===== config.mk =====
export PLATFORM = sky130hd
export DESIGN_NAME = hex_stream_memory_loader_top
export DESIGN_NICKNAME = d
export VERILOG_FILES = /design/src/hw/rtl/hsml_pkg.sv /design/src/hw/rtl/hsml_front.sv /design/src/hw/rtl/hsml_cmd_fifo.sv /design/src/hw/rtl/hsml_back.sv /design/src/hw/rtl/hex_stream_memory_loader_top.sv
export SDC_FILE = /design/constraint.sdc
export NUM_CORES = 1
export LEC_CHECK = 0
export ABC_AREA = 0
export BUFFER_PORTS_ARGS = -buffer_cell sky130_fd_sc_hd__buf_2
export CORE_ASPECT_RATIO = 0.75
export CORE_MARGIN = 3
export CORE_UTILIZATION = 60
export DETAILED_ROUTE_END_ITERATION = 7
export GPL_TIMING_DRIVEN = 1
export MAX_ROUTING_LAYER = met4
export PLACE_DENSITY = 0.84
export SLEW_MARGIN = 20
export SYNTH_ARGS = -nofsm -noshare
export SYNTH_HDL_FRONTEND = slang
export SYNTH_SLANG_ARGS = --single-unit

===== constraint.sdc =====
create_clock -name aclk -period 6.5 [get_ports aclk]
set_input_delay 1.625 -clock aclk [delete_from_list [all_inputs] [get_ports aclk]]
set_output_delay 1.625 -clock aclk [all_outputs]
set_load 0.1 [all_outputs]

===== src/hw/rtl/hsml_pkg.sv =====
// Shared types and constants of the hex stream memory loader.
package hsml_pkg;

    localparam int          PROGRESS_SHIFT = 10;
    localparam logic [31:0] RESET_START    = 32'h0001_0000;

    // APB register map: one register, byte address 0.
    localparam int         CFG_ADDR_W        = 2;
    localparam logic [1:0] REG_START_ADDRESS = 2'd0;

    // Command queue between parser and sequencer.
    localparam int QUEUE_DEPTH = 2;
    localparam int QUEUE_PTR_W = 1;
    localparam int QUEUE_CNT_W = 2;

    // Output kinds.
    localparam logic KIND_WRITE   = 1'b0;
    localparam logic KIND_CONSOLE = 1'b1;

    typedef enum logic [1:0] {
        CMD_WRITE,
        CMD_RUN,
        CMD_ECHO1,
        CMD_ECHO2
    } cmd_op_t;

    typedef struct packed {
        cmd_op_t     op;
        logic        dot;
        logic [31:0] addr;
        logic [7:0]  ch0;
        logic [7:0]  ch1;
    } cmd_t;

    typedef struct packed {
        logic        wr;
        logic [31:0] data;
    } cfg_wr_t;

endpackage


===== src/hw/rtl/hsml_front.sv =====
// Character parser: classifies each item and, where one is due, queues a command for the sequencer.
module hsml_front (
    input  logic            aclk,
    input  logic            aresetn,
    input  hsml_pkg::cfg_wr_t cfg_i,
    input  logic            s_tvalid,
    output logic            s_tready,
    input  logic [7:0]      s_tdata,   // [7:0] rx_char
    input  logic            full_i,
    output logic            push_o,
    output hsml_pkg::cmd_t  cmd_o
);

    typedef enum logic [1:0] {
        MODE_IDLE,
        MODE_ADDR,
        MODE_PAIR,
        MODE_HALT
    } mode_t;

    mode_t       mode_reg, mode_next;
    logic [31:0] acc_reg, acc_next;
    logic [31:0] base_reg, base_next;
    logic [31:0] count_reg, count_next;
    logic [7:0]  pend_reg, pend_next;

    logic        accept;
    logic        is_hex;
    logic [3:0]  digit;
    logic [3:0]  pend_digit;
    logic        is_space;
    logic        dot;

    function automatic logic [4:0] hex_decode(input logic [7:0] c);
        logic [4:0] r;
        r = 5'd0;
        if (c >= 8'h30 && c <= 8'h39) begin
            r = {1'b1, 4'(c - 8'h30)};
        end else if (c >= 8'h61 && c <= 8'h66) begin
            r = {1'b1, 4'(c - 8'h57)};
        end else if (c >= 8'h41 && c <= 8'h46) begin
            r = {1'b1, 4'(c - 8'h37)};
        end
        return r;
    endfunction

    function automatic logic [3:0] hex_digit(input logic [7:0] c);
        logic [4:0] r;
        r = hex_decode(c);
        return r[3:0];
    endfunction

    assign s_tready   = !full_i;
    assign accept     = s_tvalid && s_tready;
    assign {is_hex, digit} = hex_decode(s_tdata);
    assign pend_digit = hex_digit(pend_reg);
    assign is_space   = (s_tdata == 8'h20) || (s_tdata == 8'h09) ||
                        (s_tdata == 8'h0D) || (s_tdata == 8'h0A);
    assign dot        = (count_reg[hsml_pkg::PROGRESS_SHIFT-1:0] == '0);

    always_comb begin
        mode_next  = mode_reg;
        acc_next   = acc_reg;
        base_next  = base_reg;
        count_next = count_reg;
        pend_next  = pend_reg;
        push_o     = 1'b0;
        cmd_o.op   = hsml_pkg::CMD_WRITE;
        cmd_o.dot  = 1'b0;
        cmd_o.addr = base_reg + count_reg;
        cmd_o.ch0  = pend_reg;
        cmd_o.ch1  = s_tdata;
        if (accept) begin
            unique case (mode_reg)
                MODE_IDLE: begin
                    if (s_tdata == 8'h00) begin
                        push_o    = 1'b1;
                        cmd_o.op  = hsml_pkg::CMD_RUN;
                        mode_next = MODE_HALT;
                    end else if (s_tdata == 8'h40) begin
                        acc_next  = '0;
                        mode_next = MODE_ADDR;
                    end else if (is_hex) begin
                        pend_next = s_tdata;
                        mode_next = MODE_PAIR;
                    end else if (!is_space) begin
                        push_o   = 1'b1;
                        cmd_o.op = hsml_pkg::CMD_ECHO1;
                    end
                end
                MODE_ADDR: begin
                    if (is_hex) begin
                        acc_next = {acc_reg[27:0], digit};
                    end else begin
                        base_next  = acc_reg;
                        count_next = '0;
                        mode_next  = MODE_IDLE;
                    end
                end
                MODE_PAIR: begin
                    push_o = 1'b1;
                    if (is_hex) begin
                        cmd_o.op   = hsml_pkg::CMD_WRITE;
                        cmd_o.dot  = dot;
                        cmd_o.ch1  = {pend_digit, digit};
                        count_next = count_reg + 32'd1;
                    end else begin
                        cmd_o.op = hsml_pkg::CMD_ECHO2;
                    end
                    mode_next = MODE_IDLE;
                end
                MODE_HALT: begin
                end
                default: begin
                end
            endcase
        end
        if (cfg_i.wr) begin
            base_next = cfg_i.data;
        end
    end

    always_ff @(posedge aclk) begin
        if (!aresetn) begin
            mode_reg  <= MODE_IDLE;
            acc_reg   <= '0;
            base_reg  <= hsml_pkg::RESET_START;
            count_reg <= '0;
            pend_reg  <= '0;
        end else begin
            mode_reg  <= mode_next;
            acc_reg   <= acc_next;
            base_reg  <= base_next;
            count_reg <= count_next;
            pend_reg  <= pend_next;
        end
    end

endmodule


===== src/hw/rtl/hsml_cmd_fifo.sv =====
// Two-entry command queue between parser and sequencer.
module hsml_cmd_fifo (
    input  logic           aclk,
    input  logic           aresetn,
    input  logic           push_i,
    input  hsml_pkg::cmd_t cmd_i,
    input  logic           pop_i,
    output hsml_pkg::cmd_t cmd_o,
    output logic           full_o,
    output logic           empty_o
);

    hsml_pkg::cmd_t                     slot_reg [hsml_pkg::QUEUE_DEPTH];
    logic [hsml_pkg::QUEUE_PTR_W-1:0]   wr_ptr_reg, rd_ptr_reg;
    logic [hsml_pkg::QUEUE_CNT_W-1:0]   cnt_reg, cnt_next;

    assign full_o  = (cnt_reg == hsml_pkg::QUEUE_CNT_W'(hsml_pkg::QUEUE_DEPTH));
    assign empty_o = (cnt_reg == '0);
    assign cmd_o   = slot_reg[rd_ptr_reg];

    always_comb begin
        cnt_next = cnt_reg;
        if (push_i && !pop_i) begin
            cnt_next = cnt_reg + 1'b1;
        end else if (pop_i && !push_i) begin
            cnt_next = cnt_reg - 1'b1;
        end
    end

    always_ff @(posedge aclk) begin
        if (push_i) begin
            slot_reg[wr_ptr_reg] <= cmd_i;
        end
    end

    always_ff @(posedge aclk) begin
        if (!aresetn) begin
            wr_ptr_reg <= '0;
            rd_ptr_reg <= '0;
            cnt_reg    <= '0;
        end else begin
            // advance pointers; depth is a power of two so they wrap
            if (push_i) begin
                wr_ptr_reg <= wr_ptr_reg + 1'b1;
            end
            if (pop_i) begin
                rd_ptr_reg <= rd_ptr_reg + 1'b1;
            end
            cnt_reg <= cnt_next;
        end
    end

endmodule


===== src/hw/rtl/hsml_back.sv =====
// Result sequencer: expands each queued command into result items.
module hsml_back (
    input  logic           aclk,
    input  logic           aresetn,
    input  logic           empty_i,
    input  hsml_pkg::cmd_t cmd_i,
    output logic           pop_o,
    output logic           m_tvalid,
    input  logic           m_tready,
    output logic [39:0]    m_tdata,   // [31:0] write_address, [39:32] byte_value
    output logic [1:0]     m_tuser,   // [0] out_kind, [1] start_program
    output logic           m_tlast
);

    typedef enum logic {
        ST_IDLE,
        ST_EMIT
    } state_t;

    state_t         state_reg;
    hsml_pkg::cmd_t cmd_reg;
    logic [3:0]     pos_reg;
    logic           valid_reg;
    logic [39:0]    data_reg;
    logic [1:0]     user_reg;
    logic           last_reg;

    logic [3:0]     start_pos;
    logic [3:0]     end_pos;
    logic           out_free;
    logic           load_out;
    logic           it_kind;
    logic [31:0]    it_addr;
    logic [7:0]     it_byte;
    logic           it_start;

    function automatic logic [7:0] prompt_char(input logic [3:0] i);
        logic [7:0] c;
        case (i)
            4'd0:    c = 8'h42;  // B
            4'd1:    c = 8'h6F;  // o
            4'd2:    c = 8'h6F;  // o
            4'd3:    c = 8'h74;  // t
            4'd4:    c = 8'h6C;  // l
            4'd5:    c = 8'h6F;  // o
            4'd6:    c = 8'h61;  // a
            4'd7:    c = 8'h64;  // d
            4'd8:    c = 8'h65;  // e
            4'd9:    c = 8'h72;  // r
            4'd10:   c = 8'h3E;  // >
            default: c = 8'h20;  // space
        endcase
        return c;
    endfunction

    function automatic logic [7:0] run_char(input logic [1:0] i);
        logic [7:0] c;
        case (i)
            2'd0:    c = 8'h52;  // R
            2'd1:    c = 8'h55;  // U
            2'd2:    c = 8'h4E;  // N
            default: c = 8'h0A;  // newline
        endcase
        return c;
    endfunction

    // first position of each command, from the queue head
    always_comb begin
        case (cmd_i.op)
            hsml_pkg::CMD_WRITE: start_pos = cmd_i.dot ? 4'd0 : 4'd1;
            hsml_pkg::CMD_ECHO1: start_pos = 4'd1;
            default:             start_pos = 4'd0;
        endcase
    end

    // last position and the item at the current position
    always_comb begin
        it_kind  = hsml_pkg::KIND_CONSOLE;
        it_addr  = '0;
        it_byte  = 8'h00;
        it_start = 1'b0;
        case (cmd_reg.op)
            hsml_pkg::CMD_WRITE: begin
                end_pos = 4'd1;
                if (pos_reg == 4'd0) begin
                    it_byte = 8'h2E;  // progress mark
                end else begin
                    it_kind = hsml_pkg::KIND_WRITE;
                    it_addr = cmd_reg.addr;
                    it_byte = cmd_reg.ch1;
                end
            end
            hsml_pkg::CMD_RUN: begin
                end_pos  = 4'd3;
                it_byte  = run_char(pos_reg[1:0]);
                it_start = (pos_reg == 4'd3);
            end
            default: begin
                end_pos = 4'd14;
                if (pos_reg == 4'd0) begin
                    it_byte = cmd_reg.ch0;
                end else if (pos_reg == 4'd1) begin
                    it_byte = cmd_reg.ch1;
                end else if (pos_reg == 4'd2) begin
                    it_byte = 8'h0A;
                end else begin
                    it_byte = prompt_char(pos_reg - 4'd3);
                end
            end
        endcase
    end

    assign out_free = !valid_reg || m_tready;
    assign load_out = (state_reg == ST_EMIT) && out_free;
    assign pop_o    = (state_reg == ST_IDLE) && !empty_i;

    always_ff @(posedge aclk) begin
        if (!aresetn) begin
            state_reg <= ST_IDLE;
            valid_reg <= 1'b0;
            pos_reg   <= '0;
        end else begin
            if (load_out) begin
                valid_reg <= 1'b1;
            end else if (m_tready) begin
                valid_reg <= 1'b0;
            end
            unique case (state_reg)
                ST_IDLE: begin
                    if (!empty_i) begin
                        pos_reg   <= start_pos;
                        state_reg <= ST_EMIT;
                    end
                end
                ST_EMIT: begin
                    if (out_free) begin
                        if (pos_reg == end_pos) begin
                            state_reg <= ST_IDLE;
                        end else begin
                            pos_reg <= pos_reg + 4'd1;
                        end
                    end
                end
                default: begin
                    state_reg <= ST_IDLE;
                end
            endcase
        end
    end

    // payload registers: command latch and output stage
    always_ff @(posedge aclk) begin
        if (pop_o) begin
            cmd_reg <= cmd_i;
        end
        if (load_out) begin
            data_reg <= {it_byte, it_addr};
            user_reg <= {it_start, it_kind};
            last_reg <= (pos_reg == end_pos);
        end
    end

    assign m_tvalid = valid_reg;
    assign m_tdata  = data_reg;
    assign m_tuser  = user_reg;
    assign m_tlast  = last_reg;

endmodule


===== src/hw/rtl/hex_stream_memory_loader_top.sv =====
// Top level of the hex stream memory loader: APB register, parser, queue, sequencer.
// With queue and sequencer idle, the first result of an item passes the command queue,
// the sequencer's fetch of the command (ST_IDLE) and then the output register.
// Throughput: s_ takes one item a cycle while the two-entry command queue has room;
// the sequencer fetches each command in ST_IDLE, then gives one result a cycle while
// m_tready allows (1 to 15 results), and fetches the next only after the last result.
// Reset (aresetn low, synchronous): parser idle, queue and output stage empty,
// start_address and the load base back to 0x00010000.
module hex_stream_memory_loader_top (
    input  logic                          aclk,
    input  logic                          aresetn,
    // APB configuration port
    input  logic                          psel,
    input  logic                          penable,
    input  logic                          pwrite,
    input  logic [hsml_pkg::CFG_ADDR_W-1:0] paddr,
    input  logic [31:0]                   pwdata,
    output logic [31:0]                   prdata,
    output logic                          pready,
    // input stream of console characters
    input  logic                          s_tvalid,
    output logic                          s_tready,
    input  logic [7:0]                    s_tdata,   // [7:0] rx_char
    // result stream
    output logic                          m_tvalid,
    input  logic                          m_tready,
    output logic [39:0]                   m_tdata,   // [31:0] write_address, [39:32] byte_value
    output logic [1:0]                    m_tuser,   // [0] out_kind, [1] start_program
    output logic                          m_tlast
);

    logic [31:0]       start_reg;
    hsml_pkg::cfg_wr_t cfg;
    logic              push;
    hsml_pkg::cmd_t    push_cmd;
    hsml_pkg::cmd_t    head_cmd;
    logic              pop;
    logic              full;
    logic              empty;

    // APB: zero wait states; a write lands on the access cycle
    assign pready   = 1'b1;
    assign cfg.wr   = psel && penable && pwrite && (paddr == hsml_pkg::REG_START_ADDRESS);
    assign cfg.data = pwdata;
    assign prdata   = (paddr == hsml_pkg::REG_START_ADDRESS) ? start_reg : 32'd0;

    // hold the start address for readback; the parser reloads its base on the same write
    always_ff @(posedge aclk) begin
        if (!aresetn) begin
            start_reg <= hsml_pkg::RESET_START;
        end else if (cfg.wr) begin
            start_reg <= cfg.data;
        end
    end

    // front: classify characters, track address and count, queue commands
    hsml_front u_front (
        .aclk     (aclk),
        .aresetn  (aresetn),
        .cfg_i    (cfg),
        .s_tvalid (s_tvalid),
        .s_tready (s_tready),
        .s_tdata  (s_tdata),
        .full_i   (full),
        .push_o   (push),
        .cmd_o    (push_cmd)
    );

    // queue: lets the parser keep taking items while results drain
    hsml_cmd_fifo u_queue (
        .aclk    (aclk),
        .aresetn (aresetn),
        .push_i  (push),
        .cmd_i   (push_cmd),
        .pop_i   (pop),
        .cmd_o   (head_cmd),
        .full_o  (full),
        .empty_o (empty)
    );

    // back: expand each command into writes and console characters
    hsml_back u_back (
        .aclk     (aclk),
        .aresetn  (aresetn),
        .empty_i  (empty),
        .cmd_i    (head_cmd),
        .pop_o    (pop),
        .m_tvalid (m_tvalid),
        .m_tready (m_tready),
        .m_tdata  (m_tdata),
        .m_tuser  (m_tuser),
        .m_tlast  (m_tlast)
    );

endmodule

## Word level (Yosys, flattened, before mapping)

Memory sizes are Yosys's and may differ from the RTL's. A register that Yosys moved wholly into a read port is not among the register bits.
Index checks and enable logic that the tools add are counted.

| storage, ports and cells | value |
|---|---|
| register bits after elaboration | 241 |
| RAM bits | 102 |
| bits in read-only memories | 112 |
| input bits | 49 |
| output and inout bits | 78 |
| memories | 2 |

Memory list:

| memory | words | bits a word | read ports | clocked after memory_dff | wr ports | line | source |
|---|---|---|---|---|---|---|---|
| (no name shown) | 16 | 7 | 1 | 0 | 0 | hsml_back.sv:39 | `case (i)` |
| u_queue.slot_reg | 2 | 51 | 1 | 1 | 1 | hsml_cmd_fifo.sv:13 | `hsml_pkg::cmd_t slot_reg [hsml_pkg::QUEUE_DEPTH];` |

| operators by class | value |
|---|---|
| add/sub/neg operators | 14 |
| $lt $le $gt $ge | 12 |
| equal/unequal tests | 26 |
| muxes and demuxes | 67 |
| bitwise logic cells | 4 |
| reductions and logical operators | 46 |

Operator list:

| kind | count |
|---|---|
| 2-to-1 mux 32 bit | 10 |
| case mux 32 bit (2 select lines) | 2 |
| 2-to-1 mux 8 bit | 7 |
| adder 32 x 1 -> 32 bit (second input constant) | 1 |
| adder 32 bit | 1 |
| greater-or-equal comparator 8 x 7 -> 1 bit (second input constant) | 4 |
| less-or-equal comparator 8 x 7 -> 1 bit (second input constant) | 4 |
| == test 8 x 4 -> 1 bit (second input constant) | 3 |
| 2-to-1 mux 4 bit | 6 |
| case mux 4 bit (2 select lines) | 3 |
| 2-to-1 mux 2 bit | 11 |
| case mux 7 bit (3 select lines) | 1 |
| 2-to-1 mux 1 bit | 18 |
| greater-or-equal comparator 8 x 6 -> 1 bit (second input constant) | 2 |
| less-or-equal comparator 8 x 6 -> 1 bit (second input constant) | 2 |
| case mux 8 bit (2 select lines) | 1 |
| subtractor 4 x 3 -> 4 bit (second input constant) | 4 |
| 2-to-1 mux 5 bit | 3 |
| logical AND 1 bit | 14 |
| logical NOT 2 bit | 6 |
| inequality test 2 bit (second input constant) | 6 |
| nonzero test 2 bit | 6 |
| logical NOT 10 bit | 1 |
| AND reduction 5 bit | 2 |
| other kinds (28) | 51 |

## Depth between registers and ports, before layout

| depth | value |
|---|---|
| depth after elaboration | 14 |
| depth in mapped cells | 13 |

## Cells and area by module

From an unflattened synthesis, not the netlist that was laid out.

| second synthesis, totals | value |
|---|---|
| cell total of the unflattened synthesis | 1477 |
| area total of the unflattened synthesis | 16509.6 sq um |

By module, submodules not included:

| module | instances | cells an instance | area an instance (sq um) |
|---|---|---|---|
| hsml_front | 1 | 831 | 6924.1 |
| hsml_back | 1 | 286 | 4135.2 |
| hsml_cmd_fifo | 1 | 181 | 3898.7 |
| hex_stream_memory_loader_top | 1 | 179 | 1551.5 |

## Worst setup path after synthesis

No wires, ideal clock.

| timing | value |
|---|---|
| path type | input-to-reg |
| start | input port s_tdata[0] |
| end | memory u_queue.slot_reg[0][0] in the netlist's numbering (enable) |
| library setup time | 461 ps |
| arrival time | 5185 ps |
| path slack | 853 ps |
| stages on the path | 8 |
| buffers on the path | 0 |
| cell sequence | inv_1 > ha_1 > inv_1 > o31a_2 > a31oi_1 > a221o_1 > nand2_1 > nor2_1 |

| between the ends | value |
|---|---|
| cells in the longest elaborated chain, start to end | 12 |
| elaborated cells between the ends (all ways) | 29 |
| classes of those cells | order compare (6); eq/ne (5); mux (11); reduce/logical (7) |

Ends and longest elaborated chain:

| item | line | source |
|---|---|---|
| from (decl) | hex_stream_memory_loader_top.sv:23 | `input logic [7:0] s_tdata,` |
| greater-or-equal comparator 8 x 7 -> 1 bit (tied with other cells) | hsml_front.sv:41 | `end else if (c >= 8'h41 && c <= 8'h46) begin` |
| logical AND 1 bit or logical OR 1 bit (tied branches) | hsml_front.sv:41, hsml_front.sv:57 |  |
| 2-to-1 mux 5 bit or logical OR 1 bit (tied branches) | hsml_front.sv:41, hsml_front.sv:57 |  |
| 2-to-1 mux 5 bit or logical OR 1 bit (tied branches) | hsml_front.sv:39, hsml_front.sv:58 |  |
| 2-to-1 mux 5 bit or 2-to-1 mux 1 bit (tied branches) | hsml_front.sv:37, hsml_front.sv:86 |  |
| 2-to-1 mux 1 bit | hsml_front.sv:83 | `end else if (is_hex) begin` |
| 2-to-1 mux 1 bit | hsml_front.sv:80 | `end else if (s_tdata == 8'h40) begin` |
| 2-to-1 mux 1 bit (*) | hsml_front.sv:76 | `if (s_tdata == 8'h00) begin` |
| case mux 1 bit (2 select lines) (*) | hsml_front.sv:74 | `unique case (mode_reg)` |
| 2-to-1 mux 1 bit (*) | hsml_front.sv:73 | `if (accept) begin` |
| 2-to-1 mux 1 bit (*) | hsml_cmd_fifo.sv:31 | `if (push_i) begin` |
| 2-to-1 mux 1 bit (not written as such) (*) | hsml_cmd_fifo.sv:32 | `slot_reg[wr_ptr_reg] <= cmd_i;` |
| to (decl) | hsml_cmd_fifo.sv:13 |  |

Every way passes the cells marked *; elsewhere a longest branch is shown, timed or not.

## Worst setup path in the final report

| timing | value |
|---|---|
| start | input port paddr[1] in the netlist's numbering |
| end | output port prdata[30] |

| between the ends | value |
|---|---|
| cells in the longest elaborated chain, start to end | 2 |

Ends and longest elaborated chain:

| item | line | source |
|---|---|---|
| from (decl) | hex_stream_memory_loader_top.sv:16 | `input logic [hsml_pkg::CFG_ADDR_W-1:0] paddr,` |
| logical NOT 2 bit | hex_stream_memory_loader_top.sv:45 | `assign prdata = (paddr == hsml_pkg::REG_START_ADDRESS) ? start_reg : 32'd0;` |
| 2-to-1 mux 32 bit | hex_stream_memory_loader_top.sv:45 |  |
| to (decl) | hex_stream_memory_loader_top.sv:18 | `output logic [31:0] prdata,` |

Every way passes these cells.

==> impl_metrics.env <==
export IMPL_status="completed"
export IMPL_post_cts_buffers=0
export IMPL_synth_async_sr_flop_share_pct=0
export IMPL_r2r_cells=9
export IMPL_finalCritPeriodShare_pct=65.73
export IMPL_syn_to_final_growth_pct=12.30
export IMPL_fin_skew_ps=12.67
export IMPL_cts_resized_gates=0
export IMPL_die_x_um=194.4
export IMPL_nFillCells=1874
export IMPL_insertedDiodeCount=0
export IMPL_grt_pass1_vias=10160
export IMPL_h_tree_depth=1
export IMPL_tightest_slew_ps=1059
export IMPL_clkTransAtPathRegs_ps=60
export IMPL_p_leak_nw=6.694
export IMPL_drv_cap=0
export IMPL_fin_tns_setup_ps=0
export IMPL_vias_per_cell=5.806
export IMPL_postRouteAntennaNets=0
export IMPL_setup_viol=0
export IMPL_crit_path_start_kind="input port"
export IMPL_syn_num_nets=1535
export IMPL_synth_area_leader_cell="edfxtp_1"
export IMPL_cts_tree="yes"
export IMPL_ys_warn_count=0
export IMPL_cp_max_fo=34
export IMPL_start_util_pct=61.20
export IMPL_finalMaxSlewViolations=0
export IMPL_drive_gt1_share_pct=18.91
export IMPL_required_ps=4880
export IMPL_arrival_ps=2650
export IMPL_syn_area_per_cell_um2=11.15
export IMPL_ir_drop_v=0.0003309
export IMPL_hp_start="start_reg[13]"
export IMPL_drt_initial_drc_count=1003
export IMPL_crit_start="paddr[1]"
export IMPL_hold_slack_ps=465.2
export IMPL_critical_path_class="in2out"
export IMPL_largest_reg_flops=102
export IMPL_setup_ws_ps=2228
export IMPL_r2r_slack_ps=3390
export IMPL_wl_per_cell_um=17.14
export IMPL_grt_overflow=0
export IMPL_syn_area_um2=15970
export IMPL_grt_max_degree=70
export IMPL_cts_buffer_depth=3
export IMPL_fmax_ghz=0.2341
export IMPL_grt_usage_pct=22.80
export IMPL_clock_latency_ps=560
export IMPL_synth_edf_count=195
export IMPL_syn_inst=1433
export IMPL_synth_area_top_cells="edfxtp_1 37%, dfxtp_1 19%, mux2_2 5.9%"
export IMPL_slew_headroom_pct=29.22
export IMPL_first_pass_iters=5
export IMPL_grt_pass1_wl_um=52710
export IMPL_num_io_pins=127
export IMPL_crit_path_end_kind="primary output"
export IMPL_clock_sinks=344
export IMPL_fin_crit_ps=4272
export IMPL_yosysSeqAreaShare_pct=55.33
export IMPL_rsz0062_at_grt="false"
export IMPL_ys_types=75
export IMPL_power_density_nw_per_um2=346.5
export IMPL_antenna_found_initial=0
export IMPL_post_route_drc_count=0
export IMPL_r2r_end="u_queue.slot_reg[0][46]"
export IMPL_place_ws_ps=1713
export IMPL_placed_area_um2=16820
export IMPL_reg2reg_from="u_front.count_reg[15]"
export IMPL_dr_total_vias=11030
export IMPL_fin_nets=1633
export IMPL_hold_path_depth=2
export IMPL_rows=51
export IMPL_core_area_um2=26100
export IMPL_hold_path_class="reg2reg"
export IMPL_final_hold_viol_count=0
export IMPL_final_cell_area_um2=17940
export IMPL_cts_hold_buf=0
export IMPL_cts_buffers_inserted=31
export IMPL_cts_root_buf="clkbuf_16"
export IMPL_ys_seq_elements=344
export IMPL_gp_congestion=0.9129
export IMPL_synth_top_area_share_pct=36.66
export IMPL_ys_flop_type="edfxtp_1"
export IMPL_dp_hpwl_um=22050
export IMPL_dieHeight_um=147.3
export IMPL_portBuffers=125
export IMPL_dieArea_um2=28640
export IMPL_min_to="start_reg[13]"
export IMPL_wl_um=32560
-- placed cells by master, fill, tap and decap left out, drive strengths merged, types with 51 or more instances in the layout --
cell type and count:
a21boi 67, a21oi 55, and2 76, buf 138
dfxtp 149, edfxtp 195, ha 52, mux2 84
nand2 159, nor2 81, o21ai 51
-- cells by family after synthesis --
logic type,synth area share (%)
adders and majority gates,4.199
other,0.02348
buffers and inverters,2.883
AOI/OAI and AO/OA,12.78
and+or+nand+nor,14.94
DFF,55.33
xor gates and xnor gates,3.235
muxes,6.611
-- per-layer routing --
metal  vias to the layer above  routed length, um  track usage [%]
li1                       5345                  -                -
met1                      5205              16480            36.92
met2                       433              13260            30.74
met3                        43               2295            2.957
met4                         0                520            4.413
met5                         -                  0                -
-- through the flow --
step | utilization [%] | std cells | total power [mW]
after floorplan | - | 1433 | 4.067
after global placement | 64.45 | 1840 | 4.319
after detailed placement | 64.46 | 1840 | 4.347
after CTS | 68.57 | 1897 | 6.232
after global routing | 68.73 | 1899 | 6.440
final | 68.73 | 1899 | 6.215
-- area by class of cell --
class | instances | area [um^2] | share of cell area [%]
repair buffers | 138 | 743.2 | 4.143
flip-flops and latches | 344 | 8840 | 49.28
inverters | 35 | 131.4 | 0.7324
well taps | 344 | 430.4 | 2.400
multi-input cells | 981 | 6720 | 37.47
clock buffers | 46 | 933.4 | 5.204
clock inverters | 11 | 138.9 | 0.7743
-- power breakdown --
part	switching, mW	leakage, nW	internal (mW)
clock	0.776	0.527	1.11
combinational	1.08	3.11	0.346
sequential	0.139	3.05	2.76
total	2.00	6.69	4.22
-- Yosys cell counts, types with 3 or more instances --
library cell / n
edfxtp_1: 195
nand2_1: 159
dfxtp_1: 149
mux2_2: 84
nor2_1: 81
and2_1: 74
a21boi_0: 67
clkbuf_1: 61
a21oi_1: 55
ha_1: 52
o21ai_0: 50
nor2b_1: 46
xnor2_1: 41
inv_1: 35
a22oi_1: 33
nand3_1: 23
xor2_1: 18
nand4_1: 14
nor3_1: 14
a21o_1: 13
or3_1: 12
mux2i_1: 11
nand2b_1: 11
o21a_1: 11
o31ai_1: 10
and3_1: 9
nor4_1: 9
o211ai_1: 8
a31oi_1: 7
o21bai_1: 7
a211oi_1: 6
a221o_1: 4
nor4b_1: 4
buf_2: 3
o221ai_1: 3
o22ai_1: 3
or2_2: 3
-- worst max-delay path, stage by stage --
cell and delay (ps):
buf_2 100, nor2_1 90, buf_4 250, and2_1 160, buf_2 420
-- how the worst max path moves through the flow --
stage,endpoint,cells after the start
2_1_floorplan,u_queue.slot_reg[0][0],8
3_5_place_dp,u_queue.slot_reg[0][40],10
3_3_place_gp,u_queue.slot_reg[0][45],10
5_1_grt,u_queue.slot_reg[0][45],10
4_1_cts,prdata[30],5
6_report,prdata[30],5
Power figures use the tool's default switching activity.
